==> config.mk <==
export PLATFORM = sky130hd
export DESIGN_NAME = rpc_prep
export DESIGN_NICKNAME = d
export VERILOG_FILES = /design/src/hdl/rpc_pkg.sv /design/src/hdl/rpc_prep.sv
export SDC_FILE = /design/constraint.sdc
export NUM_CORES = 2
export LEC_CHECK = 0
export CORE_UTILIZATION = 50
export CTS_BUF_LIST = sky130_fd_sc_hd__clkbuf_2 sky130_fd_sc_hd__clkbuf_4 sky130_fd_sc_hd__clkbuf_8
export DETAILED_ROUTE_END_ITERATION = 8
export DONT_BUFFER_PORTS = 1
export PLACE_DENSITY_LB_ADDON = 0.15
export SLEW_MARGIN = 20
export SYNTH_ARGS = -nofsm -noshare
export SYNTH_HDL_FRONTEND = slang
export SYNTH_SLANG_ARGS = --single-unit
==> constraint.sdc <==
create_clock -name clk_i -period 5.8 [get_ports clk_i]
set_clock_uncertainty 0.05 [all_clocks]
set_input_delay 1.16 -clock clk_i [delete_from_list [all_inputs] [get_ports clk_i]]
set_output_delay 1.16 -clock clk_i [all_outputs]
set_load 0.05 [all_outputs]
==> src/hdl/rpc_pkg.sv <==
// ----------------------------------------------------------------------------
// rpc_pkg: shared types and constants of the rectangular/polar converter
// datapath widths, angle constants, arctangent table and cordic gain
// ----------------------------------------------------------------------------
package rpc_pkg;

  // default number of micro-rotations and fixed number of root digits
  localparam int CORDIC_STEPS_DEF = 16;
  localparam int SQRT_STEPS       = 16;

  // cordic datapath: integer part, 16 fraction bits, growth headroom
  localparam int DW        = 36;
  localparam int FRAC_BITS = 16;
  // square-root remainder and partial root
  localparam int SQW       = 34;
  // inverse gain in q30
  localparam int GW        = 31;

  localparam logic signed [DW-1:0] PI_Q30      = 36'sd3373259426;
  localparam logic signed [DW-1:0] HALF_PI_Q30 = 36'sd1686629713;
  localparam logic signed [15:0]   PI_Q13      = 16'sd25736;
  localparam logic signed [16:0]   TWO_PI_Q13  = 17'sd51472;

  // form codes on the kind field
  localparam logic [1:0] KIND_RECT  = 2'd0;
  localparam logic [1:0] KIND_POLAR = 2'd1;

  // one word as it travels down the cell chain
  typedef struct packed {
    logic [1:0]           kind;
    logic signed [15:0]   a;
    logic signed [15:0]   b;
    logic signed [15:0]   ang;
    logic                 zero;
    logic signed [DW-1:0] x;
    logic signed [DW-1:0] y;
    logic signed [DW-1:0] z;
    logic [SQW-1:0]       sq_v;
    logic [SQW-1:0]       sq_r;
  } rpc_word_t;

  // atan(2^-idx) in q30
  function automatic logic signed [DW-1:0] atan_q30(input int idx);
    logic signed [DW-1:0] r;
    r = '0;
    case (idx)
      0: r = 36'sd843314857;
      1: r = 36'sd497837829;
      2: r = 36'sd263043837;
      3: r = 36'sd133525159;
      4: r = 36'sd67021687;
      5: r = 36'sd33543516;
      6: r = 36'sd16775851;
      7: r = 36'sd8388437;
      8: r = 36'sd4194283;
      9: r = 36'sd2097149;
      default: begin
        if (idx >= 0 && idx <= 30) r[30-idx] = 1'b1;
      end
    endcase
    return r;
  endfunction

  // floor square root, elaboration only
  function automatic logic [63:0] isqrt64(input logic [63:0] v);
    logic [63:0] rem;
    logic [63:0] res;
    logic [63:0] bitv;
    rem  = v;
    res  = '0;
    bitv = 64'h4000_0000_0000_0000;
    for (int k = 0; k < 32; k++) begin
      if (rem >= res + bitv) begin
        rem = rem - (res + bitv);
        res = (res >> 1) + bitv;
      end else begin
        res = res >> 1;
      end
      bitv = bitv >> 2;
    end
    return res;
  endfunction

  // truncating long division, elaboration only
  function automatic logic [63:0] udiv64(input logic [63:0] num, input logic [63:0] den);
    logic [63:0] quo;
    logic [64:0] rem;
    quo = '0;
    rem = '0;
    for (int k = 63; k >= 0; k--) begin
      rem = {rem[63:0], num[k]};
      if (rem >= {1'b0, den}) begin
        rem    = rem - {1'b0, den};
        quo[k] = 1'b1;
      end
    end
    return quo;
  endfunction

  // inverse cordic gain in q30, one truncating quotient per micro-rotation
  function automatic logic signed [GW-1:0] inv_gain_q30(input int steps);
    logic [63:0] g;
    logic [63:0] root;
    g = 64'd1 << 30;
    for (int i = 0; i < 32; i++) begin
      if (i < steps) begin
        root = isqrt64((64'd1 << 60) + (64'd1 << (60 - 2 * i)));
        g    = udiv64(g << 30, root);
      end
    end
    return g[GW-1:0];
  endfunction

endpackage

==> src/hdl/rpc_prep.sv <==
// ----------------------------------------------------------------------------
// rpc_prep: front end of the converter
// squares for the root, angle reduction, quadrant fold and cordic start vector
// ----------------------------------------------------------------------------
module rpc_prep (
  input  logic                clk_i,
  input  logic                rst_ni,
  input  logic                valid_i,
  output logic                ready_o,
  input  logic signed [15:0]  first_i,
  input  logic signed [15:0]  second_i,
  input  logic [1:0]          kind_i,
  output logic                valid_o,
  input  logic                ready_i,
  output rpc_pkg::rpc_word_t  word_o
);
  import rpc_pkg::*;

  // stage one
  logic               s1_valid_q;
  logic               s1_ready;
  logic [1:0]         kind_q;
  logic signed [15:0] a_q;
  logic signed [15:0] b_q;
  logic signed [15:0] ang_q;
  logic signed [15:0] ang_d;
  logic [30:0]        aa_q;
  logic [30:0]        bb_q;
  logic signed [31:0] aa_full;
  logic signed [31:0] bb_full;
  logic signed [16:0] b_ext;

  // stage two
  logic               s2_valid_q;
  logic               s2_ready;
  rpc_word_t          word_q;
  rpc_word_t          word_d;
  logic signed [DW-1:0] x_a;
  logic signed [DW-1:0] y_b;
  logic signed [DW-1:0] z_ang;

  assign s2_ready = !s2_valid_q || ready_i;
  assign s1_ready = !s1_valid_q || s2_ready;
  assign ready_o  = s1_ready;

  assign aa_full = first_i * first_i;
  assign bb_full = second_i * second_i;
  assign b_ext   = {second_i[15], second_i};

  // wrap into the principal range
  always_comb begin
    ang_d = second_i;
    if (second_i > PI_Q13) begin
      ang_d = 16'(b_ext - TWO_PI_Q13);
    end else if (second_i < -PI_Q13) begin
      ang_d = 16'(b_ext + TWO_PI_Q13);
    end
  end

  always_ff @(posedge clk_i or negedge rst_ni) begin
    if (!rst_ni) begin
      s1_valid_q <= 1'b0;
    end else if (s1_ready) begin
      s1_valid_q <= valid_i;
    end
  end

  always_ff @(posedge clk_i) begin
    if (s1_ready && valid_i) begin
      kind_q <= kind_i;
      a_q    <= first_i;
      b_q    <= second_i;
      ang_q  <= ang_d;
      aa_q   <= aa_full[30:0];
      bb_q   <= bb_full[30:0];
    end
  end

  assign x_a   = {{(DW-16-FRAC_BITS){a_q[15]}}, a_q, {FRAC_BITS{1'b0}}};
  assign y_b   = {{(DW-16-FRAC_BITS){b_q[15]}}, b_q, {FRAC_BITS{1'b0}}};
  assign z_ang = {{(DW-33){ang_q[15]}}, ang_q, 17'b0};

  always_comb begin
    word_d      = '0;
    word_d.kind = kind_q;
    word_d.a    = a_q;
    word_d.b    = b_q;
    word_d.ang  = ang_q;
    word_d.zero = (a_q == 16'sd0) && (b_q == 16'sd0);
    word_d.sq_v = SQW'(aa_q) + SQW'(bb_q);
    word_d.sq_r = '0;
    case (kind_q)
      KIND_RECT: begin
        // left half plane: rotate by pi first
        if (a_q[15]) begin
          word_d.x = -x_a;
          word_d.y = -y_b;
          word_d.z = b_q[15] ? -PI_Q30 : PI_Q30;
        end else begin
          word_d.x = x_a;
          word_d.y = y_b;
          word_d.z = '0;
        end
      end
      KIND_POLAR: begin
        word_d.y = '0;
        if (z_ang > HALF_PI_Q30) begin
          word_d.z = z_ang - PI_Q30;
          word_d.x = -x_a;
        end else if (z_ang < -HALF_PI_Q30) begin
          word_d.z = z_ang + PI_Q30;
          word_d.x = -x_a;
        end else begin
          word_d.z = z_ang;
          word_d.x = x_a;
        end
      end
      default: begin
        word_d.x = '0;
        word_d.y = '0;
        word_d.z = '0;
      end
    endcase
  end

  always_ff @(posedge clk_i or negedge rst_ni) begin
    if (!rst_ni) begin
      s2_valid_q <= 1'b0;
    end else if (s2_ready) begin
      s2_valid_q <= s1_valid_q;
    end
  end

  always_ff @(posedge clk_i) begin
    if (s2_ready && s1_valid_q) begin
      word_q <= word_d;
    end
  end

  assign valid_o = s2_valid_q;
  assign word_o  = word_q;

endmodule

## Word-level counts from Yosys, hierarchy flattened

Index checks and enable logic that the tools add are counted.

| storage, ports and cells | value |
|---|---|
| bits in registers | 307 |
| word-level logic and storage cells | 50 |
| output and inout bits | 229 |
| input bits | 38 |

| operators by class | value |
|---|---|
| multipliers | 2 |
| reductions and logical operators | 10 |
| $lt $le $gt $ge | 4 |
| equal/unequal tests | 1 |
| add/subtract/negate cells | 7 |
| mux-type cells | 9 |

Operators with widths:

| kind | count |
|---|---|
| 108-bit case mux with 2 select lines | 1 |
| 36-bit two-way mux | 5 |
| 108-bit two-way mux | 1 |
| 32-bit negator with 36-bit output | 2 |
| 16-bit by 16-bit multiplier with 31-bit output | 2 |
| 33-bit by 33-bit adder with 34-bit output (second input constant) | 1 |
| 33-bit by 33-bit subtractor with 34-bit output (second input constant) | 1 |
| 33-bit by 32-bit > comparator with 1-bit output (second input constant) | 1 |
| 33-bit by 32-bit < comparator with 1-bit output (second input constant) | 1 |
| 31-bit by 31-bit adder with 32-bit output | 1 |
| 16-bit zero test | 2 |
| 16-bit two-way mux | 2 |
| 16-bit by 15-bit adder with 16-bit output (second input constant) | 1 |
| 16-bit > comparator (second input constant) | 1 |
| 16-bit < comparator (second input constant) | 1 |
| 16-bit by 15-bit subtractor with 16-bit output (second input constant) | 1 |
| 1-bit logical AND | 3 |
| 2-bit by 1-bit equality test with 1-bit output (second input constant) | 1 |
| 1-bit zero test | 2 |
| 2-bit zero test | 1 |
| 1-bit logical OR | 2 |

## Depth between registers and ports, before layout

| depth | value |
|---|---|
| depth after elaboration | 4 |
| mapped depth | 27 |
| gate-level depth less buffers | 24 |

## Worst setup path before layout

No wires, ideal clock.

| timing path | value |
|---|---|
| path type | input-to-reg |
| start point | in second_i[6] |
| end point | reg bb_q[29] (data pin) |
| data required time | 5.492 ns |
| slack | -1.683 ns |
| arrival time | 7.175 ns |
| path buffers | 3 |
| stages | 23 |
| setup time | 0.258 ns |
| cells stage by stage | clkbuf_1 -> clkbuf_1 -> clkbuf_1 -> nand2_1 -> fa_1 -> inv_1 -> fa_1 -> fa_1 -> fa_1 -> fa_1 -> inv_1 -> fa_1 -> inv_1 -> ha_1 -> a21oi_1 -> nor2b_1 -> o21ai_0 -> a21oi_1 -> or3_1 -> o31ai_1 -> o2111ai_1 -> a21oi_1 -> xnor2_1 |

| between the ends | value |
|---|---|
| longest elaborated chain between the ends | 1 |

Ends and longest elaborated chain:

| item | RTL line | source |
|---|---|---|
| from (decl) | rpc_prep.sv:11 | `input logic signed [15:0] second_i,` |
| 16-bit by 16-bit multiplier with 31-bit output | rpc_prep.sv:47 | `assign bb_full = second_i * second_i;` |
| named net bb_full[29] | rpc_prep.sv:30 | `logic signed [31:0] bb_full;` |
| to (signal assigned) | rpc_prep.sv:75 | `bb_q <= bb_full[30:0];` |
| to (decl) | rpc_prep.sv:28 | `logic [30:0] bb_q;` |

The timed path passes the listed nets, and every way through them passes these cells.
A chain may end at the register's enable or synchronous reset.

## Worst setup path after layout

| timing path | value |
|---|---|
| start point | in first_i[1] |
| end point | reg aa_q[29] (data pin) |

| between the ends | value |
|---|---|
| longest elaborated chain between the ends | 1 |

Ends and longest elaborated chain:

| item | RTL line | source |
|---|---|---|
| from (decl) | rpc_prep.sv:10 | `input logic signed [15:0] first_i,` |
| 16-bit by 16-bit multiplier with 31-bit output | rpc_prep.sv:46 | `assign aa_full = first_i * first_i;` |
| named net aa_full[29] | rpc_prep.sv:29 | `logic signed [31:0] aa_full;` |
| to (signal assigned) | rpc_prep.sv:74 | `aa_q <= aa_full[30:0];` |
| to (decl) | rpc_prep.sv:27 | `logic [30:0] aa_q;` |

The timed path passes the listed nets, and every way through them passes these cells.

==> reports/results.ini <==
[floorplanning]
rows = 88
core-area_um2 = 57800
start_util_pct = 50.6
dieArea_um2 = 59500
fp.dieW_um = 244
ioPinCount = 267
dieHeight_um = 244

[timing]
setup_viol = 19
slew_viol_final = 0
fmax_ghz = 0.159
grt_setup_unrepaired = yes
hold_violations = 0
fin_setup_tns_ns = -4.86
finalCriticalPeriod_ns = 6.27
timing.final.crit_share_pct = 108
fin_ws_ns = -0.474
whs_ns = 0.200
slew_headroom_pct = 38.2
tightestPinTransition_ns = 0.928

[synth]
synth_warnings = 0
yosys.area_share.simple_pct = 9.31
ys_types = 76
synth_seq_cells = 245
synth.area.mux_share_pct = 0.111
synth-edff-count = 243
yosysTopAreaCell = fa_1
synth_top_family_by_area = adder cells
netlist_area_um2 = 29300
postSynthAreaPerCell_um2 = 10.1
yosysSeqAreaShare_pct = 25.1
synth_top_area_share_pct = 31.5
synth_flop_cell = edfxtp_1
yosys-top-cells-count = inv_1 (719), fa_1 (461), edfxtp_1 (243)
async_flop_share_pct = 0.816
syn_inst = 2893
synth.area.top_cells = fa_1 (32%), edfxtp_1 (25%), inv_1 (9.2%), ha_1 (9.2%), xnor2_1 (3.4%)
synthAdderAreaFrac_pct = 40.7
synth_most_common_cell = inv_1
synth_compound_area_share_pct = 7.41
synth_xor_area_share_pct = 4.76

[critical_path]
crit_path_start = first_i[1]
worst-path-max-fanout = 21
crit_path_end_kind = flip-flop
worstPathCellList = and2_4 > fa_1 > inv_1 > fa_2 > fa_2 > fa_1 > inv_1 > fa_1 > inv_2 > fa_1 > inv_2 > ha_4 > a211oi_2 > o21ai_1 > a31oi_1 > buf_4 > a21oi_4 > o31a_1 > or3_4 > a211oi_4 > a21oi_2 > xor2_1
crit_type = in2reg
cpMostUsedCell = fa_1
max_stage_delay_ns = 0.53
crit_required_ns = 6.07
cp_num_buf_inv = 5
cp-start-kind = primary input
critPathSlowestCell = fa_2
r2r-start = aa_q[2]$_DFFE_PP_
critPathTopFamily = adder cells
critical_path_arrival_ns = 6.54

[cells_and_area]
syn_to_final_growth_pct = 16.5
design_area_um2 = 34100
nNetsFinal = 3883
fillCellCount = 4954
drive_gt1_share_pct = 20.4

[drt]
drcViolationCount = 0
routed_via_density = 5.10
dr.pass1.iters = 5
drtIter0Drc = 827
wire_per_inst_um = 16.7
via_count = 20200
drtAntennaViolNets = 0
wl_mm = 66.1

[clocking]
cts_buffers = 42
root_buffer = clkbuf_8
clock_sinks = 245
cts.hold.buffers_added = 0
h-tree-depth = 2
cts_tree = yes
worstSkewPairLatency_ns = 0.60
clk_path_buf_depth = 3
clk_pin_slew_ns = 0.06

[job]
maxCapViolCount = 0

[placed_design]
io_buffers = 0
placed_cell_area_um2 = 32500
place_hpwl_mm = 53.5
gp_congestion = 0.911
pre_cts_ws_ns = -1.21

[run_status]
violations = setup timing
status = complete, but fails checks

[worst_hold_path]
hp-class = in2async

[global_routing]
grtUsageTotal_pct = 23.3
antenna_found_initial = 1
grt_max_degree = 71
grt_pass1_vias = 21900
grt_first_pass_wirelength_mm = 109
gr-total-overflow = 0

[routing by layer]
metal | vias to the layer above | global-route usage [%] | part of all wire, %
met1 | 10300 | 30.3 | 41
li1 | 9365 | - | -
met5 | - | 0 | 0
met3 | 94 | 3.43 | 5.5
met2 | 508 | 40.5 | 51
met4 | 0 | 6.10 | 2.2
[layout by cell type, fill, tap and decap left out, types with 46 or more instances in the layout]
cell type	netlist	routed
edfxtp_1	243	243
a21oi_1	93	73
xnor2_1	115	110
o21ai_0	68	57
nor2_1	173	149
and2_1	62	47
nand2_1	218	196
clkbuf_8	0	46
ha_1	214	183
inv_1	719	665
buf_4	90	311
fa_1	461	445
conb_1	1	69
[path summary, 6_finish.rpt]
kind	to	slack, ns	depth (start not counted)
min in group clk_i	word_o[205]$_DFFE_PP_	0.45	0
worst min register to register	word_o[205]$_DFFE_PP_	0.45	0
worst max register to register	word_o[64]$_DFFE_PP_	2.29	12
worst max-delay path	aa_q[29]$_DFFE_PP_	-0.47	22
worst min-delay path	s1_valid_q$_DFFE_PN0N_	0.20	0
max in group asynchronous	valid_o$_DFFE_PN0P_	5.43	0
[timing repair]
item | CTS | global route
buffers inserted | 11 | 12
endpoints found under the setup margin | 25 | 25
hold endpoints to repair | 0 | 0
pin swaps | 84 | 72
gates resized for setup | 75 | 87
[registers in the layout, summed over array words and instances, names as in the netlist]
name	count
word_o	139
bb_q	29
valid_o	1
s1_valid_q	1
b_q	16
a_q	16
kind_q	2
ang_q	12
aa_q	29
[cell families after synthesis]
| group | Yosys count |
|---|---|
| buf+inv | 890 |
| fa+ha+maj | 675 |
| simple gates | 595 |
| compound gates | 325 |
| flops | 245 |
| xor+xnor | 159 |
| mux | 3 |
| other cells | 1 |
[area by class of cell]
class / instances / area [um2] / area share, %
Clock buffer: 62 / 753 / 2.21
Tap cell: 765 / 957 / 2.81
Sequential cell: 245 / 7350 / 21.6
Multi-Input combinational cell: 1826 / 19500 / 57.2
Timing Repair Buffer: 332 / 2620 / 7.70
Antenna cell: 1 / 2.50 / 0.00734
Inverter: 723 / 2790 / 8.20
Clock inverter: 13 / 116 / 0.341
[metrics by stage]
stage	utilization [%]	std cells
CTS	58.3	3955
global placement	56.2	3869
floorplan	-	2961
detailed placement	56.2	3869
finish	59.0	3967
global route	59.0	3967
Power is left out: the tool's default activity adds up to more than one toggle a clock period on the data nets, which glitch-free logic cannot reach.
