<file path="config.mk">
export PLATFORM = sky130hd
export DESIGN_NAME = rpc_post
export DESIGN_NICKNAME = d
export VERILOG_FILES = /design/src/hdl/rpc_pkg.sv /design/src/hdl/rpc_post.sv
export SDC_FILE = /design/constraint.sdc
export NUM_CORES = 2
export LEC_CHECK = 0
export ABC_CLOCK_PERIOD_IN_PS = 8200
export BUFFER_PORTS_ARGS = -buffer_cell sky130_fd_sc_hd__buf_4
export CORE_UTILIZATION = 40
export CTS_CLUSTER_DIAMETER = 200
export DETAILED_ROUTE_END_ITERATION = 16
export SYNTH_ARGS = -nofsm -noshare
export SYNTH_HDL_FRONTEND = slang
export SYNTH_SLANG_ARGS = --single-unit
</file>
<file path="constraint.sdc">
create_clock -name clk_i -period 8.2 [get_ports clk_i]
set_input_delay 2.46 -clock clk_i [delete_from_list [all_inputs] [get_ports clk_i]]
set_output_delay 2.46 -clock clk_i [all_outputs]
set_load 0.02 [all_outputs]
</file>
<file path="src/hdl/rpc_pkg.sv">
// ----------------------------------------------------------------------------
// rpc_pkg: shared types and constants of the rectangular/polar converter
// datapath widths, angle constants, arctangent table and cordic gain
// ----------------------------------------------------------------------------
package rpc_pkg;

  // default number of micro-rotations and fixed number of root digits
  localparam int CORDIC_STEPS_DEF = 16;
  localparam int SQRT_STEPS       = 16;

  // cordic datapath: integer part, 16 fraction bits, growth headroom
  localparam int DW        = 36;
  localparam int FRAC_BITS = 16;
  // square-root remainder and partial root
  localparam int SQW       = 34;
  // inverse gain in q30
  localparam int GW        = 31;

  localparam logic signed [DW-1:0] PI_Q30      = 36'sd3373259426;
  localparam logic signed [DW-1:0] HALF_PI_Q30 = 36'sd1686629713;
  localparam logic signed [15:0]   PI_Q13      = 16'sd25736;
  localparam logic signed [16:0]   TWO_PI_Q13  = 17'sd51472;

  // form codes on the kind field
  localparam logic [1:0] KIND_RECT  = 2'd0;
  localparam logic [1:0] KIND_POLAR = 2'd1;

  // one word as it travels down the cell chain
  typedef struct packed {
    logic [1:0]           kind;
    logic signed [15:0]   a;
    logic signed [15:0]   b;
    logic signed [15:0]   ang;
    logic                 zero;
    logic signed [DW-1:0] x;
    logic signed [DW-1:0] y;
    logic signed [DW-1:0] z;
    logic [SQW-1:0]       sq_v;
    logic [SQW-1:0]       sq_r;
  } rpc_word_t;

  // atan(2^-idx) in q30
  function automatic logic signed [DW-1:0] atan_q30(input int idx);
    logic signed [DW-1:0] r;
    r = '0;
    case (idx)
      0: r = 36'sd843314857;
      1: r = 36'sd497837829;
      2: r = 36'sd263043837;
      3: r = 36'sd133525159;
      4: r = 36'sd67021687;
      5: r = 36'sd33543516;
      6: r = 36'sd16775851;
      7: r = 36'sd8388437;
      8: r = 36'sd4194283;
      9: r = 36'sd2097149;
      default: begin
        if (idx >= 0 && idx <= 30) r[30-idx] = 1'b1;
      end
    endcase
    return r;
  endfunction

  // floor square root, elaboration only
  function automatic logic [63:0] isqrt64(input logic [63:0] v);
    logic [63:0] rem;
    logic [63:0] res;
    logic [63:0] bitv;
    rem  = v;
    res  = '0;
    bitv = 64'h4000_0000_0000_0000;
    for (int k = 0; k < 32; k++) begin
      if (rem >= res + bitv) begin
        rem = rem - (res + bitv);
        res = (res >> 1) + bitv;
      end else begin
        res = res >> 1;
      end
      bitv = bitv >> 2;
    end
    return res;
  endfunction

  // truncating long division, elaboration only
  function automatic logic [63:0] udiv64(input logic [63:0] num, input logic [63:0] den);
    logic [63:0] quo;
    logic [64:0] rem;
    quo = '0;
    rem = '0;
    for (int k = 63; k >= 0; k--) begin
      rem = {rem[63:0], num[k]};
      if (rem >= {1'b0, den}) begin
        rem    = rem - {1'b0, den};
        quo[k] = 1'b1;
      end
    end
    return quo;
  endfunction

  // inverse cordic gain in q30, one truncating quotient per micro-rotation
  function automatic logic signed [GW-1:0] inv_gain_q30(input int steps);
    logic [63:0] g;
    logic [63:0] root;
    g = 64'd1 << 30;
    for (int i = 0; i < 32; i++) begin
      if (i < steps) begin
        root = isqrt64((64'd1 << 60) + (64'd1 << (60 - 2 * i)));
        g    = udiv64(g << 30, root);
      end
    end
    return g[GW-1:0];
  endfunction

endpackage

</file>
<file path="src/hdl/rpc_post.sv">
// ----------------------------------------------------------------------------
// rpc_post: back end of the converter
// gain correction in split products, rounding, saturation and field select
// ----------------------------------------------------------------------------
module rpc_post #(
  parameter int CORDIC_STEPS = rpc_pkg::CORDIC_STEPS_DEF
) (
  input  logic               clk_i,
  input  logic               rst_ni,
  input  logic               valid_i,
  output logic               ready_o,
  input  rpc_pkg::rpc_word_t word_i,
  output logic               valid_o,
  input  logic               ready_i,
  output logic signed [15:0] x_o,
  output logic signed [15:0] y_o,
  output logic signed [16:0] mag_o,
  output logic signed [15:0] ang_o,
  output logic               err_o
);
  import rpc_pkg::*;

  localparam logic signed [GW-1:0] INV_GAIN = inv_gain_q30(CORDIC_STEPS);
  localparam int XL_W  = DW / 2;
  localparam int XH_W  = DW - XL_W;
  localparam int PL_W  = XL_W + 1 + GW;
  localparam int PH_W  = XH_W + GW;
  localparam int SUM_W = DW + GW;
  localparam int OSH   = 30 + FRAC_BITS;
  localparam int RW    = SUM_W - OSH;
  localparam int ZSH   = 17;
  localparam int ZRW   = DW - ZSH;
  localparam logic signed [SUM_W-1:0] OHALF = {{(SUM_W-1){1'b0}}, 1'b1} << (OSH - 1);
  localparam logic signed [DW-1:0]    ZHALF = {{(DW-1){1'b0}}, 1'b1} << (ZSH - 1);

  // stage one: partial products, angle rounding, root rounding
  logic                   v1_q;
  logic                   r1;
  logic [1:0]             kind1_q;
  logic signed [15:0]     a1_q;
  logic signed [15:0]     ang1_q;
  logic                   zero1_q;
  logic signed [15:0]     b1_q;
  logic signed [PL_W-1:0] plx_q, ply_q, plx_d, ply_d;
  logic signed [PH_W-1:0] phx_q, phy_q, phx_d, phy_d;
  logic signed [ZRW-1:0]  zr1_q;
  logic signed [DW-1:0]   z_in;
  logic signed [DW-1:0]   z_rnd;
  logic signed [DW-1:0]   x_in;
  logic signed [DW-1:0]   y_in;
  logic [16:0]            mag1_q;
  logic [16:0]            mag_d;

  // stage two: product sums, angle clamp
  logic                    v2_q;
  logic                    r2;
  logic [1:0]              kind2_q;
  logic signed [15:0]      a2_q;
  logic signed [15:0]      b2_q;
  logic signed [15:0]      ang2_q;
  logic                    zero2_q;
  logic [16:0]             mag2_q;
  logic signed [SUM_W-1:0] sx_q, sy_q;
  logic signed [15:0]      za2_q;
  logic signed [15:0]      za_d;

  // stage three: output register
  logic                    v3_q;
  logic                    r3;
  logic signed [SUM_W-1:0] rx, ry;
  logic signed [RW-1:0]    qx, qy;
  logic signed [15:0]      satx, saty;
  logic signed [15:0]      x_q, y_q, ang_q, x_d, y_d, ang_d;
  logic signed [16:0]      mag_q, mag3_d;
  logic                    err_q, err_d;

  assign r3      = !v3_q || ready_i;
  assign r2      = !v2_q || r3;
  assign r1      = !v1_q || r2;
  assign ready_o = r1;

  assign x_in  = word_i.x;
  assign y_in  = word_i.y;
  assign z_in  = word_i.z;
  assign plx_d = $signed({1'b0, x_in[XL_W-1:0]}) * INV_GAIN;
  assign ply_d = $signed({1'b0, y_in[XL_W-1:0]}) * INV_GAIN;
  assign phx_d = $signed(x_in[DW-1:XL_W]) * INV_GAIN;
  assign phy_d = $signed(y_in[DW-1:XL_W]) * INV_GAIN;
  // round half away from zero: bias one less on the negative side
  assign z_rnd = z_in + (z_in[DW-1] ? ZHALF - 1 : ZHALF);
  // round root to nearest
  assign mag_d = word_i.sq_r[16:0] + {16'b0, (word_i.sq_v > word_i.sq_r)};

  always_ff @(posedge clk_i or negedge rst_ni) begin
    if (!rst_ni) begin
      v1_q <= 1'b0;
      v2_q <= 1'b0;
      v3_q <= 1'b0;
    end else begin
      if (r1) v1_q <= valid_i;
      if (r2) v2_q <= v1_q;
      if (r3) v3_q <= v2_q;
    end
  end

  always_ff @(posedge clk_i) begin
    if (r1 && valid_i) begin
      kind1_q <= word_i.kind;
      a1_q    <= word_i.a;
      b1_q    <= word_i.b;
      ang1_q  <= word_i.ang;
      zero1_q <= word_i.zero;
      plx_q   <= plx_d;
      ply_q   <= ply_d;
      phx_q   <= phx_d;
      phy_q   <= phy_d;
      zr1_q   <= z_rnd[DW-1:ZSH];
      mag1_q  <= mag_d;
    end
  end

  always_comb begin
    za_d = zr1_q[15:0];
    if (zr1_q > ZRW'(PI_Q13)) begin
      za_d = PI_Q13;
    end else if (zr1_q < -ZRW'(PI_Q13)) begin
      za_d = -PI_Q13;
    end
  end

  always_ff @(posedge clk_i) begin
    if (r2 && v1_q) begin
      kind2_q <= kind1_q;
      a2_q    <= a1_q;
      b2_q    <= b1_q;
      ang2_q  <= ang1_q;
      zero2_q <= zero1_q;
      mag2_q  <= mag1_q;
      sx_q    <= (SUM_W'(phx_q) <<< XL_W) + SUM_W'(plx_q);
      sy_q    <= (SUM_W'(phy_q) <<< XL_W) + SUM_W'(ply_q);
      za2_q   <= za_d;
    end
  end

  assign rx = sx_q + (sx_q[SUM_W-1] ? OHALF - 1 : OHALF);
  assign ry = sy_q + (sy_q[SUM_W-1] ? OHALF - 1 : OHALF);
  assign qx = rx[SUM_W-1:OSH];
  assign qy = ry[SUM_W-1:OSH];

  always_comb begin
    satx = qx[15:0];
    if (qx > RW'(16'sh7fff)) satx = 16'sh7fff;
    else if (qx < -RW'(17'sh08000)) satx = 16'sh8000;
    saty = qy[15:0];
    if (qy > RW'(16'sh7fff)) saty = 16'sh7fff;
    else if (qy < -RW'(17'sh08000)) saty = 16'sh8000;
  end

  always_comb begin
    x_d    = '0;
    y_d    = '0;
    mag3_d = '0;
    ang_d  = '0;
    err_d  = 1'b0;
    case (kind2_q)
      KIND_RECT: begin
        x_d    = a2_q;
        y_d    = b2_q;
        mag3_d = mag2_q;
        ang_d  = zero2_q ? 16'sd0 : za2_q;
      end
      KIND_POLAR: begin
        x_d    = satx;
        y_d    = saty;
        mag3_d = {a2_q[15], a2_q};
        ang_d  = ang2_q;
      end
      default: begin
        err_d = 1'b1;
      end
    endcase
  end

  always_ff @(posedge clk_i) begin
    if (r3 && v2_q) begin
      x_q   <= x_d;
      y_q   <= y_d;
      mag_q <= mag3_d;
      ang_q <= ang_d;
      err_q <= err_d;
    end
  end

  assign valid_o = v3_q;
  assign x_o     = x_q;
  assign y_o     = y_q;
  assign mag_o   = mag_q;
  assign ang_o   = ang_q;
  assign err_o   = err_q;

endmodule

</file>
==> After elaboration in Yosys (flattened, before gate mapping) <==
Cells that the tools add are included.
{ "totals": {"ff_bits": 568, "input_bits": 231, "output_inout_bits": 68, "elab_cells": 73} }
{ "classes": {"addsub": 6, "mul": 4, "n_lt_le_gt_ge": 7, "eq_ne": 1, "muxes": 14, "reduce_logical": 12} }
{ "op_table": {"columns": ["cell", "count"], "rows": [
  ["$add A67 B47 Y67", 2],
  ["$add A67 B49 Y67", 2],
  ["$mul A18 B31 Y49 const B", 2],
  ["$mul A18 B30 Y48 const B", 2],
  ["$mux W16", 6],
  ["$pmux W16 S2", 3],
  ["$mux W46", 2],
  ["$gt A21 B16 Y1 const B", 2],
  ["$lt A21 B16 Y1 const B", 2],
  ["$add A36 B18 Y36", 1],
  ["$gt A34 B34 Y1", 1],
  ["$pmux W17 S2", 1],
  ["$gt A19 B16 Y1 const B", 1],
  ["$lt A19 B16 Y1 const B", 1],
  ["$add A17 B1 Y17", 1],
  ["$mux W17", 1],
  ["$reduce_or A2 Y1", 2],
  ["$logic_and A1 B1 Y1", 3],
  ["$logic_not A1 Y1", 3],
  ["$logic_or A1 B1 Y1", 3],
  ["$eq A2 B1 Y1 const B", 1],
  ["$logic_not A2 Y1", 1],
  ["$mux W1", 1]
]} }

==> Depth between registers and ports, before layout <==
{ "depth": {"word_depth": 6, "mapped_depth": 25, "mapped_depth_nobuf": 24} }

==> Worst setup path before layout <==
Ideal clock, no wire load.
{ "synth_timing": {"path_kind": "input port to flip-flop", "from": "in ready_i", "to": "reg a1_q[0], enable pin", "setup_time_ns": 0.677, "arrival_ns": 9.147, "t_required_ns": 7.523, "setup_slack_ns": -1.623, "stages": 3, "n_path_buf": 0, "cell_sequence": "nor2b_1 -> nand3_1 -> and2_1"} }
{ "synth_between": {"elab_chain_cells": 4} }
{ "synth_lines": {"columns": ["element", "line", "source"], "rows": [
  ["from (decl)", "rpc_post.sv:14", "input logic ready_i,"],
  ["$logic_or A1 B1 Y1", "rpc_post.sv:77", "assign r3 = !v3_q || ready_i;"],
  ["$logic_or A1 B1 Y1", "rpc_post.sv:78", "assign r2 = !v2_q || r3;"],
  ["$logic_or A1 B1 Y1", "rpc_post.sv:79", "assign r1 = !v1_q || r2;"],
  ["net ready_o", "rpc_post.sv:11", "output logic ready_o,"],
  ["$logic_and A1 B1 Y1", "rpc_post.sv:107", "if (r1 && valid_i) begin"],
  ["to (signal assigned)", "rpc_post.sv:109", "a1_q <= word_i.a;"],
  ["to (decl)", "rpc_post.sv:40", "logic signed [15:0] a1_q;"]
]} }
The timed path passes the listed nets, and every way through them passes these cells.
A chain may end at the register's enable or synchronous reset.

==> Final worst setup path <==
{ "layout_timing": {"from": "in word_i[112] in the netlist's numbering", "to": "reg ply_q[41], data pin"} }
{ "layout_between": {"elab_chain_cells": 1} }
{ "layout_lines": {"columns": ["element", "line", "source"], "rows": [
  ["from (decl)", "rpc_post.sv:12", "input rpc_pkg::rpc_word_t word_i,"],
  ["$mul A18 B30 Y48", "rpc_post.sv:86", "assign ply_d = $signed({1'b0, y_in[XL_W-1:0]}) * INV_GAIN;"],
  ["net ply_d[41]", "rpc_post.sv:44", "logic signed [PL_W-1:0] plx_q, ply_q, plx_d, ply_d;"],
  ["to (signal assigned)", "rpc_post.sv:114", "ply_q <= ply_d;"],
  ["to (decl)", "rpc_post.sv:44", null]
]} }
The timed path passes the listed nets, and every way through them passes these cells.

==> impl_metrics.csv <==
group,metric,value,unit
setup_path,start_kind,"primary input",
layout,drive_gt1_share,17.7,%
logic_synthesis,synth_nets,7850,
worst_hold_path,min_path_type,"register to register",
sta,relSlewSlack,23.7,%
logic_synthesis,ys_seq_area_share,26.5,%
sta,finClkSkew,0.0677,ns
sta,finalCritPeriodShare,96.8,%
clock_network,numCtsBuffers,61,
route,drt_iter0_markers,2258,
outcome,outcome,"complete, no violations",
layout,antenna_cells,0,
route,vias_per_cell,4.85,
logic_synthesis,syn_area,64200,um2
sta,hold_violations,0,
setup_path,regToRegSetupSlack,3.32,ns
worst_hold_path,min_to,"a2_q[11]$_DFFE_PP_",
sta,tightest_slew,1.14,ns
sta,setup_viol,0,
clock_network,htree_levels,2,
logic_synthesis,synth.distinct_cells,87,
clock_network,path_clk_slew,0.07,ns
setup_path,timing.rr.end,"y_o[7]$_DFFE_PP_",
logic_synthesis,syn_area_per_cell,11.0,um2
route,ant_nets,0,
die,core,159000,um2
route,wl_per_cell,18.6,um
global_route,overflow,0,
logic_synthesis,yosys_warnings,0,
clock_network,cts_sinks,568,
setup_path,cp_data_arrival_time,8.41,ns
setup_path,crit_fanout,4,
sta,report.final.slew_viol_count,0,
clock_network,root_buffer,"clkbuf_16",
worst_hold_path,min_from,"a1_q[11]$_DFFE_PP_",
logic_synthesis,ys_ff_latch,568,
logic_synthesis,syn_inst,5824,
clock_network,cts_tree,"built",
global_route,grt_max_degree,163,
die,std_cell_rows,146,
route,drc,0,
clock_network,clockBufferDepth,3,
run,cap_violations,0,
die,dieArea,162000,um2
die,ios,299,
logic_synthesis,synth_edf_count,565,
sta,fmax,0.126,GHz
logic_synthesis,synth_ff_type,"edfxtp_1",
global_route,grt_pass1_vias,47000,
die,die_y,403,um
global_route,antenna_found_initial,4,
layout,synthToLayoutAreaGrowth,19.9,%
logic_synthesis,async_flop_share,0.528,%
place,hpwl,149000,um
global_route,grt_first_pass_wirelength,262000,um
global_route,track_usage,20.9,%
setup_path,end_kind,"register",
layout,num-fill-cells,14800,
route,wl,168000,um
sta,final.min_clock_period,7.94,ns
clock_network,clkLatencyLatePin,0.70,ns
die,die_x,403,um
setup_path,critPathKind,"primary input to register",
sta,hold_slack,0.408,ns
setup_path,reg2reg_depth,13,
route,drt_first_pass_iters,5,
setup_path,required,8.68,ns
route,vias,43800,
die,start_util,40.4,%
place,io_buffers,298,
worst_hold_path,hold_path_depth,0,
setup_path,r2r-start,"sy_q[66]$_DFFE_PP_",
layout,nets,8936,
place,gp_routability_congestion,0.975,
[kinds of logic (layout without fill, tap and decap cells)]
logic type                 Yosys count  in the layout  synth area share [%]
AOI/OAI and AO/OA                  841            841                  8.83
xor gates and xnor gates           291            291                  3.97
adders and majority gates         1795           1795                  45.2
buffers and inverters             1529           2668                  8.95
DFF                                568            568                  26.5
muxes                               24             24                 0.374
and+or+nand+nor                    776            776                  6.11
[layer usage]
metal | share of wire, % | vias up | track usage [%]
li1 | - | 21300 | -
met1 | 44 | 21600 | 27.1
met2 | 50 | 719 | 37.6
met3 | 3.4 | 175 | 1.88
met4 | 2.4 | 2 | 4.91
met5 | 0.0078 | - | 0
[flip-flops by register name, indices dropped and copies added (netlist names), 19 cells and up]
register	count
sy_q	67
plx_q	48
ply_q	48
phy_q	49
sx_q	67
zr1_q	19
phx_q	49
[cells in the final DEF (no fill, tap or decap), types with 40 or more instances in the layout]
| cell type | Yosys | routed |
|---|---|---|
| fa_1 | 874 | 873 |
| o21a_1 | 40 | 40 |
| inv_1 | 1485 | 1485 |
| nand3_1 | 71 | 71 |
| xor2_1 | 79 | 79 |
| buf_4 | 1 | 1063 |
| a21o_1 | 157 | 157 |
| edfxtp_1 | 565 | 565 |
| nor2_1 | 200 | 199 |
| clkbuf_16 | 0 | 61 |
| o21ai_0 | 115 | 114 |
| nand4_1 | 51 | 51 |
| and3_1 | 50 | 49 |
| nand2_1 | 167 | 167 |
| a21oi_1 | 241 | 240 |
| nand2b_1 | 54 | 54 |
| ha_1 | 921 | 921 |
| xnor2_1 | 212 | 212 |
[layout make-up]
| class | instances | area, um2 | area share (%) |
|---|---|---|---|
| clock buffer | 70 | 1560 | 2.03 |
| tap | 2072 | 2590 | 3.37 |
| clock inverter | 46 | 618 | 0.803 |
| inverter | 1485 | 5570 | 7.24 |
| multi-input combinational | 3727 | 41500 | 53.9 |
| timing repair buffer | 1067 | 8060 | 10.5 |
| sequential | 568 | 17000 | 22.1 |
[worst max-delay path, stage by stage]
cell and delay, ns:
buf_4 0.15, buf_4 0.14, ha_1 0.28, inv_1 0.09, buf_4 0.15, fa_1 0.38, inv_1 0.14, fa_1 0.44
fa_1 0.55, inv_1 0.07, fa_1 0.49, inv_1 0.05, fa_1 0.48, inv_1 0.04, ha_1 0.32, and3_2 0.23
nand2_1 0.11, or3_1 0.44, a31oi_2 0.19, buf_4 0.16, a221oi_4 0.08, o31ai_4 0.30, o22ai_4 0.13, o21bai_1 0.14
a21oi_1 0.09, xnor2_1 0.29
[worst max path at each step]
stage,from,endpoint,slack (ns),depth (start not counted)
6_report,word_i[112],ply_q[41]$_DFFE_PP_,0.26,26
3_3_place_gp,word_i[161],phx_q[48]$_DFFE_PP_,-0.92,25
3_5_place_dp,word_i[161],phx_q[48]$_DFFE_PP_,-0.84,25
2_1_floorplan,word_i[110],ply_q[47]$_DFFE_PP_,0.01,22
5_1_grt,word_i[112],ply_q[46]$_DFFE_PP_,-0.008,24
4_1_cts,word_i[161],phx_q[48]$_DFFE_PP_,0.03,24
[cells in the mapped netlist (21+ instances only)]
cell | count | share of area, %
xor2_1 | 79 | 1.1
a21oi_1 | 241 | 1.9
o21bai_1 | 30 | 0.35
a31oi_1 | 21 | 0.20
xnor2_1 | 212 | 2.9
mux2i_1 | 24 | 0.37
nor2_1 | 200 | 1.2
nand2b_1 | 54 | 0.53
ha_1 | 921 | 18
a211oi_1 | 30 | 0.35
a22o_1 | 26 | 0.35
and3_1 | 50 | 0.49
nand3_1 | 71 | 0.55
nand2_1 | 167 | 0.98
fa_1 | 874 | 27
nor3_1 | 35 | 0.27
a21o_1 | 157 | 1.8
inv_1 | 1485 | 8.7
nor2b_1 | 39 | 0.38
o21a_1 | 40 | 0.47
nand4_1 | 51 | 0.50
clkbuf_1 | 36 | 0.21
edfxtp_1 | 565 | 26
o21ai_0 | 115 | 0.90
[what timing repair did]
action	in CTS	in global routing
setup endpoints to repair	1	16
hold buffers	0	0
cloned	0	0
pin swaps	1	5
setup buffers	0	1
gates resized for setup	1	16
hold endpoints to repair	0	0
[metrics by stage]
step                setup WS [ns]  utilization (%)  cells  cell area, um2  setup TNS [ns]
floorplan                  0.0141                -   5824           64200               0
global placement           -0.919             47.0   8918           74700          -20.37
detailed placement         -0.839             47.0   8918           74700          -21.04
CTS                        0.0282             48.4   9034           76900               0
global route             -0.00766             48.4   9035           76900        -0.00766
finish                      0.264             48.4   9035           76900               0
Power is left out: the tool's default activity adds up to more than one toggle a clock period on the data nets, which glitch-free logic cannot reach.
