<file path="src/hdl/rpc_pkg.sv">
// ----------------------------------------------------------------------------
// rpc_pkg: shared types and constants of the rectangular/polar converter
// datapath widths, angle constants, arctangent table and cordic gain
// ----------------------------------------------------------------------------
package rpc_pkg;

  // default number of micro-rotations and fixed number of root digits
  localparam int CORDIC_STEPS_DEF = 16;
  localparam int SQRT_STEPS       = 16;

  // cordic datapath: integer part, 16 fraction bits, growth headroom
  localparam int DW        = 36;
  localparam int FRAC_BITS = 16;
  // square-root remainder and partial root
  localparam int SQW       = 34;
  // inverse gain in q30
  localparam int GW        = 31;

  localparam logic signed [DW-1:0] PI_Q30      = 36'sd3373259426;
  localparam logic signed [DW-1:0] HALF_PI_Q30 = 36'sd1686629713;
  localparam logic signed [15:0]   PI_Q13      = 16'sd25736;
  localparam logic signed [16:0]   TWO_PI_Q13  = 17'sd51472;

  // form codes on the kind field
  localparam logic [1:0] KIND_RECT  = 2'd0;
  localparam logic [1:0] KIND_POLAR = 2'd1;

  // one word as it travels down the cell chain
  typedef struct packed {
    logic [1:0]           kind;
    logic signed [15:0]   a;
    logic signed [15:0]   b;
    logic signed [15:0]   ang;
    logic                 zero;
    logic signed [DW-1:0] x;
    logic signed [DW-1:0] y;
    logic signed [DW-1:0] z;
    logic [SQW-1:0]       sq_v;
    logic [SQW-1:0]       sq_r;
  } rpc_word_t;

  // atan(2^-idx) in q30
  function automatic logic signed [DW-1:0] atan_q30(input int idx);
    logic signed [DW-1:0] r;
    r = '0;
    case (idx)
      0: r = 36'sd843314857;
      1: r = 36'sd497837829;
      2: r = 36'sd263043837;
      3: r = 36'sd133525159;
      4: r = 36'sd67021687;
      5: r = 36'sd33543516;
      6: r = 36'sd16775851;
      7: r = 36'sd8388437;
      8: r = 36'sd4194283;
      9: r = 36'sd2097149;
      default: begin
        if (idx >= 0 && idx <= 30) r[30-idx] = 1'b1;
      end
    endcase
    return r;
  endfunction

  // floor square root, elaboration only
  function automatic logic [63:0] isqrt64(input logic [63:0] v);
    logic [63:0] rem;
    logic [63:0] res;
    logic [63:0] bitv;
    rem  = v;
    res  = '0;
    bitv = 64'h4000_0000_0000_0000;
    for (int k = 0; k < 32; k++) begin
      if (rem >= res + bitv) begin
        rem = rem - (res + bitv);
        res = (res >> 1) + bitv;
      end else begin
        res = res >> 1;
      end
      bitv = bitv >> 2;
    end
    return res;
  endfunction

  // truncating long division, elaboration only
  function automatic logic [63:0] udiv64(input logic [63:0] num, input logic [63:0] den);
    logic [63:0] quo;
    logic [64:0] rem;
    quo = '0;
    rem = '0;
    for (int k = 63; k >= 0; k--) begin
      rem = {rem[63:0], num[k]};
      if (rem >= {1'b0, den}) begin
        rem    = rem - {1'b0, den};
        quo[k] = 1'b1;
      end
    end
    return quo;
  endfunction

  // inverse cordic gain in q30, one truncating quotient per micro-rotation
  function automatic logic signed [GW-1:0] inv_gain_q30(input int steps);
    logic [63:0] g;
    logic [63:0] root;
    g = 64'd1 << 30;
    for (int i = 0; i < 32; i++) begin
      if (i < steps) begin
        root = isqrt64((64'd1 << 60) + (64'd1 << (60 - 2 * i)));
        g    = udiv64(g << 30, root);
      end
    end
    return g[GW-1:0];
  endfunction

endpackage

</file>
<file path="src/hdl/rpc_cell.sv">
// ----------------------------------------------------------------------------
// rpc_cell: one link of the chain
// one cordic micro-rotation and one square-root digit at most, registered
// ----------------------------------------------------------------------------
module rpc_cell #(
  parameter int STEP_IDX     = 0,
  parameter int CORDIC_STEPS = rpc_pkg::CORDIC_STEPS_DEF
) (
  input  logic               clk_i,
  input  logic               rst_ni,
  input  logic               valid_i,
  output logic               ready_o,
  input  rpc_pkg::rpc_word_t word_i,
  output logic               valid_o,
  input  logic               ready_i,
  output rpc_pkg::rpc_word_t word_o
);
  import rpc_pkg::*;

  localparam bit DO_ROT   = (STEP_IDX < CORDIC_STEPS);
  localparam bit DO_SQRT  = (STEP_IDX < SQRT_STEPS);
  localparam int SQ_SHIFT = DO_SQRT ? 2 * (SQRT_STEPS - 1 - STEP_IDX) : 0;
  localparam logic signed [DW-1:0] ATAN = atan_q30(STEP_IDX);
  localparam logic [SQW-1:0] SQ_BIT = {{(SQW-1){1'b0}}, 1'b1} << SQ_SHIFT;

  logic                 valid_q;
  logic                 ready;
  rpc_word_t            word_q;
  rpc_word_t            word_d;
  logic signed [DW-1:0] x_in;
  logic signed [DW-1:0] y_in;
  logic signed [DW-1:0] z_in;
  logic signed [DW-1:0] xs;
  logic signed [DW-1:0] ys;
  logic                 dir;
  logic [SQW-1:0]       trial;

  assign ready   = !valid_q || ready_i;
  assign ready_o = ready;

  assign x_in = word_i.x;
  assign y_in = word_i.y;
  assign z_in = word_i.z;
  assign xs   = x_in >>> STEP_IDX;
  assign ys   = y_in >>> STEP_IDX;
  // rotation mode steers on the residual angle, vectoring mode on y
  assign dir  = (word_i.kind == KIND_POLAR) ? z_in[DW-1] : !y_in[DW-1];
  assign trial = word_i.sq_r + SQ_BIT;

  always_comb begin
    word_d = word_i;
    if (DO_ROT) begin
      if (dir) begin
        word_d.x = x_in + ys;
        word_d.y = y_in - xs;
        word_d.z = z_in + ATAN;
      end else begin
        word_d.x = x_in - ys;
        word_d.y = y_in + xs;
        word_d.z = z_in - ATAN;
      end
    end
    if (DO_SQRT) begin
      if (word_i.sq_v >= trial) begin
        word_d.sq_v = word_i.sq_v - trial;
        word_d.sq_r = (word_i.sq_r >> 1) + SQ_BIT;
      end else begin
        word_d.sq_r = word_i.sq_r >> 1;
      end
    end
  end

  always_ff @(posedge clk_i or negedge rst_ni) begin
    if (!rst_ni) begin
      valid_q <= 1'b0;
    end else if (ready) begin
      valid_q <= valid_i;
    end
  end

  always_ff @(posedge clk_i) begin
    if (ready && valid_i) begin
      word_q <= word_d;
    end
  end

  assign valid_o = valid_q;
  assign word_o  = word_q;

endmodule

</file>
<file path="config.mk">
export PLATFORM = sky130hd
export DESIGN_NAME = rpc_cell
export DESIGN_NICKNAME = d
export VERILOG_FILES = /design/src/hdl/rpc_pkg.sv /design/src/hdl/rpc_cell.sv
export SDC_FILE = /design/constraint.sdc
export NUM_CORES = 1
export LEC_CHECK = 0
export BUFFER_PORTS_ARGS = -buffer_cell sky130_fd_sc_hd__buf_2
export CAP_MARGIN = 10
export CELL_PAD_IN_SITES_DETAIL_PLACEMENT = 1
export CELL_PAD_IN_SITES_GLOBAL_PLACEMENT = 1
export CORE_MARGIN = 4
export CORE_UTILIZATION = 40
export CTS_CLUSTER_SIZE = 40
export DETAILED_ROUTE_END_ITERATION = 16
export HOLD_SLACK_MARGIN = 0.02
export PLACE_DENSITY_LB_ADDON = 0.1
export SLEW_MARGIN = 10
export SYNTH_ARGS = -nofsm -noshare
export SYNTH_HDL_FRONTEND = slang
export SYNTH_SLANG_ARGS = --single-unit
</file>
<file path="constraint.sdc">
create_clock -name clk_i -period 6.9 [get_ports clk_i]
set_input_delay 1.725 -clock clk_i [delete_from_list [all_inputs] [get_ports clk_i]]
set_output_delay 1.725 -clock clk_i [all_outputs]
set_load 0.02 [all_outputs]
</file>
**Word-level counts from Yosys, hierarchy flattened**

Cells that the tools add are included.

- Bits in registers: 228
- Bits in latches: 0
- Bits in writable memories: 0
- ROM bits: 0
- Input bits: 231
- Output and inout bits: 229
- Word-level logic and storage cells: 30
- Memories: 0

- Add/sub/neg operators: 8
- $mul: 0
- Div/mod/pow operators: 0
- $lt $le $gt $ge: 1
- Eq/ne operators: 1
- Shifts and indexed selects: 0
- Muxes and demuxes: 4
- Bitwise gates (word level): 0
- Reduce and logical (&&, ||, !) cells: 4

Operators with widths:

| operator | number |
|---|---|
| 108-bit 2-to-1 mux | 1 |
| 36-bit subtractor | 2 |
| 36-bit by 31-bit adder with 36-bit output (second input constant) | 1 |
| 36-bit adder | 1 |
| 36-bit by 31-bit subtractor with 36-bit output (second input constant) | 1 |
| 33-bit by 31-bit adder with 34-bit output (second input constant) | 1 |
| 34-bit by 31-bit adder with 34-bit output (second input constant) | 1 |
| 34-bit greater-or-equal comparator | 1 |
| 34-bit 2-to-1 mux | 1 |
| 34-bit subtractor | 1 |
| 33-bit 2-to-1 mux | 1 |
| 2-bit by 1-bit == test with 1-bit output (second input constant) | 1 |
| 1-bit zero test | 2 |
| 1-bit logical AND | 1 |
| 1-bit logical OR | 1 |
| 1-bit 2-to-1 mux | 1 |

**Depth between registers and ports, before layout**

Gate-level depths: netlist (run 1).

- Depth after elaboration: 3
- Gate-level depth with buffers: 21
- Depth with buffers taken out: 16

**Worst setup path before layout (run 1)**

No wires, ideal clock.

- Kind: in2reg
- From: input ready_i
- To: register word_q, in the netlist word_o[0], enable pin
- Setup time: 0.614 ns
- Arrival: 7.164 ns
- Data required time: 6.286 ns
- Slack: -0.878 ns
- Stages on the path: 2
- Buffers on the path: 0
- Cell sequence: nand2b_1 > and2_1

- Cells in the longest elaborated chain, start to end: 2

RTL lines:

| item | line | source |
|---|---|---|
| start, declared | rpc_cell.sv:15 | `input logic ready_i,` |
| 1-bit logical OR | rpc_cell.sv:38 | `assign ready = !valid_q \|\| ready_i;` |
| 1-bit logical AND | rpc_cell.sv:82 | `if (ready && valid_i) begin` |
| end signal, assigned | rpc_cell.sv:83 | `word_q <= word_d;` |
| end, declared | rpc_cell.sv:28 | `rpc_word_t word_q;` |

No other way between the ends.
A chain may end at the register's enable or synchronous reset.

==> results.yml, run 1 <==
run_status:
  outcome: "finished clean"
clocking:
  cts_buffers: 28
  h-tree-depth: 1
  root_buffer: "clkbuf_16"
  cts_resized: 0
  cts_setup_buffers: 0
  cts_sinks: 227
  clkTransAtPathRegs_ns: 0.06
  cts_buffer_depth: 3
  cts_tree: "built"
  worstSkewPairLatency_ns: 0.55
  cts_hold_buffers: 0
floorplanning:
  fp.dieH_microns: 215
  start_util_pct: 40.6
  die_w_microns: 215
  core.rowCount: 75
  ios: 460
  core_area_sq_um: 42000
  die-area_sq_um: 46100
yosys:
  async_flop_share_pct: 0.441
  synth_top_area_cell: "edfxtp_1"
  synth-edff-count: 226
  ys_types: 84
  synth.top_cell.area_share_pct: 39.7
  synth_fp_nets: 2245
  synth_seq_cells: 227
  ys_warn_count: 0
  ys.flop_type: "edfxtp_1"
  synth.avg_cell_area_sq_um: 9.21
  synthTopCellsByArea: "edfxtp_1 (40%), ha_1 (12%), a21oi_1 (6.4%), xnor2_1 (5.2%), o21ai_0 (4.8%)"
  yosysSeqAreaShare_pct: 39.9
  synth_area_sq_um: 17100
  syn_inst: 1853
power:
  peakVddDrop_v: 0.000175
  power_density_nw_per_um2: 231
  p_sw_mw: 1.63
  swShare_pct: 34.0
  p_comb_share_pct: 32.0
  p_seq_share_pct: 36.5
  p_leak_nw: 9.03
  p_int_mw: 3.17
  clkPwrFrac_pct: 31.4
sta:
  rsz0062_at_grt: "no"
  max_freq_mhz: 182
  whs_ns: 0.538
  tightest_slew_ns: 0.950
  final_hold_viol_count: 0
  min_period_ns: 5.50
  worst_clock_skew_ns: 0.0102
  relSlewSlack_pct: 36.6
  post-route-period-util_pct: 79.7
  drv_slew: 0
  finalSetupViolations: 0
  tns_ns: 0
global_route:
  overflow: 0
  grtUsageTotal_pct: 26.0
  grt_start_max_net_pins: 131
  grt_pass1_vias: 16169
  grt_pass1_wl_microns: 95500
  grt_antenna_before_repair: 18
placed_design:
  dp_hpwl_microns: 50500
  gp_congestion: 0.919
  port_buffers: 459
min_path:
  min_path_type: "flip-flop to flip-flop"
  hp-start: "valid_o"
  hold_end: "valid_o"
  whs_path_depth: 2
drt:
  post_drt_wl_per_cell_microns: 22.4
  dr.pass1.iters: 8
  drt_iter0_drc: 973
  drtAntennaViolNets: 0
  via_count: 15763
  drc: 0
  routed_wl_microns: 63500
  viasPerCell: 5.56
critical_path:
  cp_slowest_cell: "ha_1"
  crit_type: "input port to flip-flop"
  crit_arrival_ns: 5.79
  crit_fanout: 59
  crit_chain: "buf_2, nor3b_2, a21o_2, inv_4, ha_1, o31a_1, nor4_1, a221oi_2, a32o_1, a41oi_2, nor3_1, a21oi_1, o22a_1, o21ai_2, mux2i_1, xnor2_1"
  end_kind: "flip-flop"
  r2r_start: "valid_o"
  cpPeakStageDelay_ns: 0.51
  r2r_setup_slack_ns: 4.78
  r2r-end: "word_o[190]"
  cp.required_ns: 7.19
  cp-start-kind: "input port"
  worstRegToRegCells: 3
final_layout:
  mostFrequentLayoutCells: "buf_2 (459), edfxtp_1 (226), a21oi_1 (217)"
  nNetsFinal: 2657
  drive_above_1_share_pct: 23.4
  layout-area-overhead-vs-synth_pct: 21.5
  fillerInstances: 5006
  mostFrequentLayoutCell: "buf_2"
flow_run:
  drv_cap: 0
how the worst max path moves through the flow:
stage / slack [ns] / cells past startpoint / startpoint / to
after floorplan: 0.41 / 21 / word_i[139] / word_o[102]
after global placement: 1.01 / 17 / word_i[226] / word_o[102]
after detailed placement: 0.89 / 17 / word_i[226] / word_o[102]
after CTS: 1.48 / 17 / word_i[226] / word_o[102]
after global routing: 0.93 / 16 / word_i[226] / word_o[100]
final: 1.40 / 16 / word_i[226] / word_o[100]
power by group through the flow:
stage	sequential (mW)	combinational (mW)	clock [mW]
6_report	1.75	1.54	1.51
5_1_grt	1.77	1.67	1.63
4_1_cts	1.76	1.54	1.56
3_5_place_dp	1.78	1.53	0
3_3_place_gp	1.78	1.50	0
2_1_floorplan	1.95	0.839	0
through the flow:
stage | cells | power, mW | setup WS (ns) | cell area (sq um) | util, %
6_report | 2836 | 4.80 | 1.40 | 20700 | 49.4
3_5_place_dp | 2774 | 3.31 | 0.895 | 19800 | 47.1
4_1_cts | 2826 | 4.86 | 1.48 | 20700 | 49.3
3_3_place_gp | 2774 | 3.28 | 1.01 | 19800 | 47.1
2_1_floorplan | 1853 | 2.79 | 0.407 | 17100 | -
5_1_grt | 2836 | 5.07 | 0.933 | 20700 | 49.4
Yosys cell counts (all sizes together) (16+ instances only):
library cell,count
buf,32
nand4,25
a21oi,217
ha,157
inv,161
o21ai,168
nand2b,25
nor3,36
o21bai,38
a21o,28
a211oi,16
nor2b,23
xnor2,102
clkbuf,52
a31oi,16
edfxtp,226
xor2,45
nand3,28
nor2,142
nand2,130
layout make-up:
class / count / area, sq um / share of cell area (%)
Antenna cell: 10 / 25.0 / 0.121
Clock buffer: 34 / 744 / 3.59
Clock inverter: 18 / 200 / 0.965
Inverter: 163 / 614 / 2.96
Multi-Input combinational cell: 1379 / 9320 / 44.9
Sequential cell: 227 / 6810 / 32.8
Tap cell: 539 / 674 / 3.25
Timing Repair Buffer: 466 / 2360 / 11.4
worst max-delay path: cells and delay by family:
kind / cells / cell delay [ns]
AO/OA/AOI/OAI: 8 / 1.98
AND/OR/NAND/NOR: 3 / 0.74
multiplexers: 1 / 0.25
buffers and inverters: 2 / 0.46
XOR/XNOR: 1 / 0.10
adder cells (fa/ha/maj): 1 / 0.51
layer usage:
metal	up-vias	track usage [%]	share of wire [%]
met1	7684	30.3	40
met2	441	46.9	50
met4	12	10.0	3.9
li1	7505	-	-
met3	121	5.48	5.7
met5	-	0	0.14
logic make-up (layout without fill, tap and decap cells):
| kind of cell | Yosys count | in the layout | share of synthesized area, % |
|---|---|---|---|
| adder cells (fa/ha/maj) | 163 | 163 | 12.1 |
| XOR/XNOR | 147 | 147 | 7.54 |
| multiplexers | 19 | 19 | 1.17 |
| buffers and inverters | 247 | 681 | 5.63 |
| flip-flops | 227 | 227 | 39.9 |
| AND/OR/NAND/NOR | 458 | 458 | 12.5 |
| AO/OA/AOI/OAI | 592 | 592 | 21.1 |
| other | 0 | 10 | 0 |
sequential cells by signal (all words and copies together) (netlist names):
name,cells
word_o,226
valid_o,1
No activity file was read; power rests on OpenSTA's default activity.
==> inputs of run 2 (changes only) <==
Settings changed: ABC_AREA from default to 1, CORE_UTILIZATION 40 to 36.
Clock period 6.9 ns to 4.65 ns, I/O delays scaled along.
==> results.yml, run 2 <==
run_status:
  outcome: "finished clean"
yosys:
  synth-edff-count: 226
  synth.avg_cell_area_sq_um: 7.30
  yosysSeqAreaShare_pct: 34.8
  synth_seq_cells: 227
  synth_top_area_cell: "edfxtp_1"
  synth.top_cell.area_share_pct: 34.7
  ys.flop_type: "edfxtp_1"
  synthTopCellsByArea: "edfxtp_1 (35%), nand2_1 (13%), ha_1 (10%), inv_1 (7.2%), a21oi_1 (5.4%)"
  yosysMostFrequentCell: "nand2_1"
  async_flop_share_pct: 0.441
  ys_top_cells_by_count: "nand2_1 (693), inv_1 (373), nor2_1 (270)"
  synth_fp_nets: 3071
  ys_types: 51
  synth_area_sq_um: 19600
  syn_inst: 2679
  ys_warn_count: 0
critical_path:
  r2r_start: "valid_o"
  end_kind: "flip-flop"
  r2r_setup_slack_ns: 2.77
  worstRegToRegCells: 3
  crit_arrival_ns: 3.78
  crit_fanout: 61
  r2r-end: "word_o[109]"
  cp.required_ns: 4.94
  cp-start-kind: "input port"
  crit_type: "input port to flip-flop"
clocking:
  root_buffer: "clkbuf_16"
  cts_setup_buffers: 0
  clkTransAtPathRegs_ns: 0.06
  cts_buffers: 28
  cts_hold_buffers: 0
  cts_buffer_depth: 3
  cts_tree: "built"
  h-tree-depth: 1
  worstSkewPairLatency_ns: 0.57
  cts_sinks: 227
  cts_resized: 0
drt:
  via_count: 20145
  drc: 0
  drt_iter0_drc: 1040
  drtAntennaViolNets: 0
  post_drt_wl_per_cell_microns: 21.9
  routed_wl_microns: 84700
  viasPerCell: 5.22
  dr.pass1.iters: 5
floorplanning:
  die-area_sq_um: 58100
  core.rowCount: 85
  die_w_microns: 241
  core_area_sq_um: 53800
  ios: 460
  fp.dieH_microns: 241
  start_util_pct: 36.4
global_route:
  overflow: 0
  grt_pass1_wl_microns: 125000
  grt_antenna_before_repair: 6
  grtUsageTotal_pct: 27.9
  grt_pass1_vias: 21171
  grt_start_max_net_pins: 71
sta:
  final_hold_viol_count: 0
  tightest_slew_ns: 0.981
  max_freq_mhz: 286
  finalSetupViolations: 0
  post-route-period-util_pct: 75.1
  rsz0062_at_grt: "no"
  whs_ns: 0.351
  drv_slew: 0
  worst_clock_skew_ns: 0.00968
  relSlewSlack_pct: 34.6
  min_period_ns: 3.49
final_layout:
  drive_above_1_share_pct: 19.8
  layout-area-overhead-vs-synth_pct: 21.5
  nNetsFinal: 3533
  fin_util_pct: 44.2
  fin_area_sq_um: 23800
  mostFrequentLayoutCell: "nand2_1"
  mostFrequentLayoutCells: "nand2_1 (693), buf_2 (459), inv_1 (371)"
  fillerInstances: 6900
  largest_reg_flops: 226
placed_design:
  port_buffers: 459
  gp_congestion: 0.991
  dpl_cell_area_sq_um: 22700
  dp_hpwl_microns: 72400
min_path:
  min_path_type: "input port to async pin"
power:
  power_density_nw_per_um2: 326
  p_leak_nw: 11.6
  peakVddDrop_v: 0.000268
flow_run:
  drv_cap: 0
run 2: cells by family (layout without fill, tap and decap cells):
family	count (synthesis)	in the layout	share of synthesized area (%)
simple gates	1245	1245	26.9
other cells	0	2	0
mux	7	7	0.358
xor+xnor	98	98	4.39
buf+inv	443	927	9.04
fa+ha+maj	161	161	10.5
compound gates	498	498	14.0
flops	227	227	34.8
run 2: how the worst max path moves through the flow:
stage / start / to / slack [ns] / cells after the start
finish: word_i[34] / word_o[57] / 1.16 / 15
global route: word_i[34] / word_o[50] / 0.91 / 15
CTS: word_i[34] / word_o[35] / 1.20 / 16
detailed placement: word_i[34] / word_o[57] / 0.58 / 15
global placement: word_i[30] / word_o[57] / 0.63 / 14
floorplan: ready_i / word_o[0] / -0.67 / 2
run 2: area by class of cell:
type / instances / area, sq um / area share, %
Clock buffer: 35 / 778 / 3.28
Timing Repair Buffer: 487 / 2580 / 10.8
Tap cell: 696 / 871 / 3.66
Multi-Input combinational cell: 2009 / 11000 / 46.3
Antenna cell: 2 / 5.00 / 0.0211
Inverter: 388 / 1470 / 6.18
Sequential cell: 227 / 6810 / 28.7
Clock inverter: 17 / 249 / 1.05
run 2: critical path, cell delays in order:
cell and delay, ns:
buf_2 0.10, inv_1 0.08, ha_1 0.23, fa_1 0.25
inv_1 0.07, nand3_1 0.07, nand2_1 0.16, a21oi_2 0.23
o21bai_1 0.14, nand3_1 0.10, nand3_1 0.12, nand2_1 0.10
nand2_2 0.06, inv_2 0.69, o21ai_0 0.20
run 2: metal layers:
layer | track usage, % | vias up | share of wire [%]
met5 | 0 | - | 0.015
met4 | 8.69 | 2 | 3.4
met3 | 3.58 | 139 | 5.0
met2 | 52.3 | 558 | 51
met1 | 33.1 | 9727 | 41
li1 | - | 9719 | -
run 2: per-stage QoR:
step,cells,setup TNS [ns],power (mW),worst slack [ns]
after floorplan,2679,-151.90,4.33,-0.672
after global placement,3806,0,5.30,0.630
after detailed placement,3806,0,5.35,0.576
after CTS,3858,0,7.82,1.20
after global routing,3861,0,8.18,0.910
final,3861,0,7.75,1.16
run 2: report_power, final:
part	total [mW]	switching, mW	internal [mW]
Combinational	2.73	1.91	0.826
Sequential	2.60	0.0656	2.53
Clock	2.42	0.945	1.47
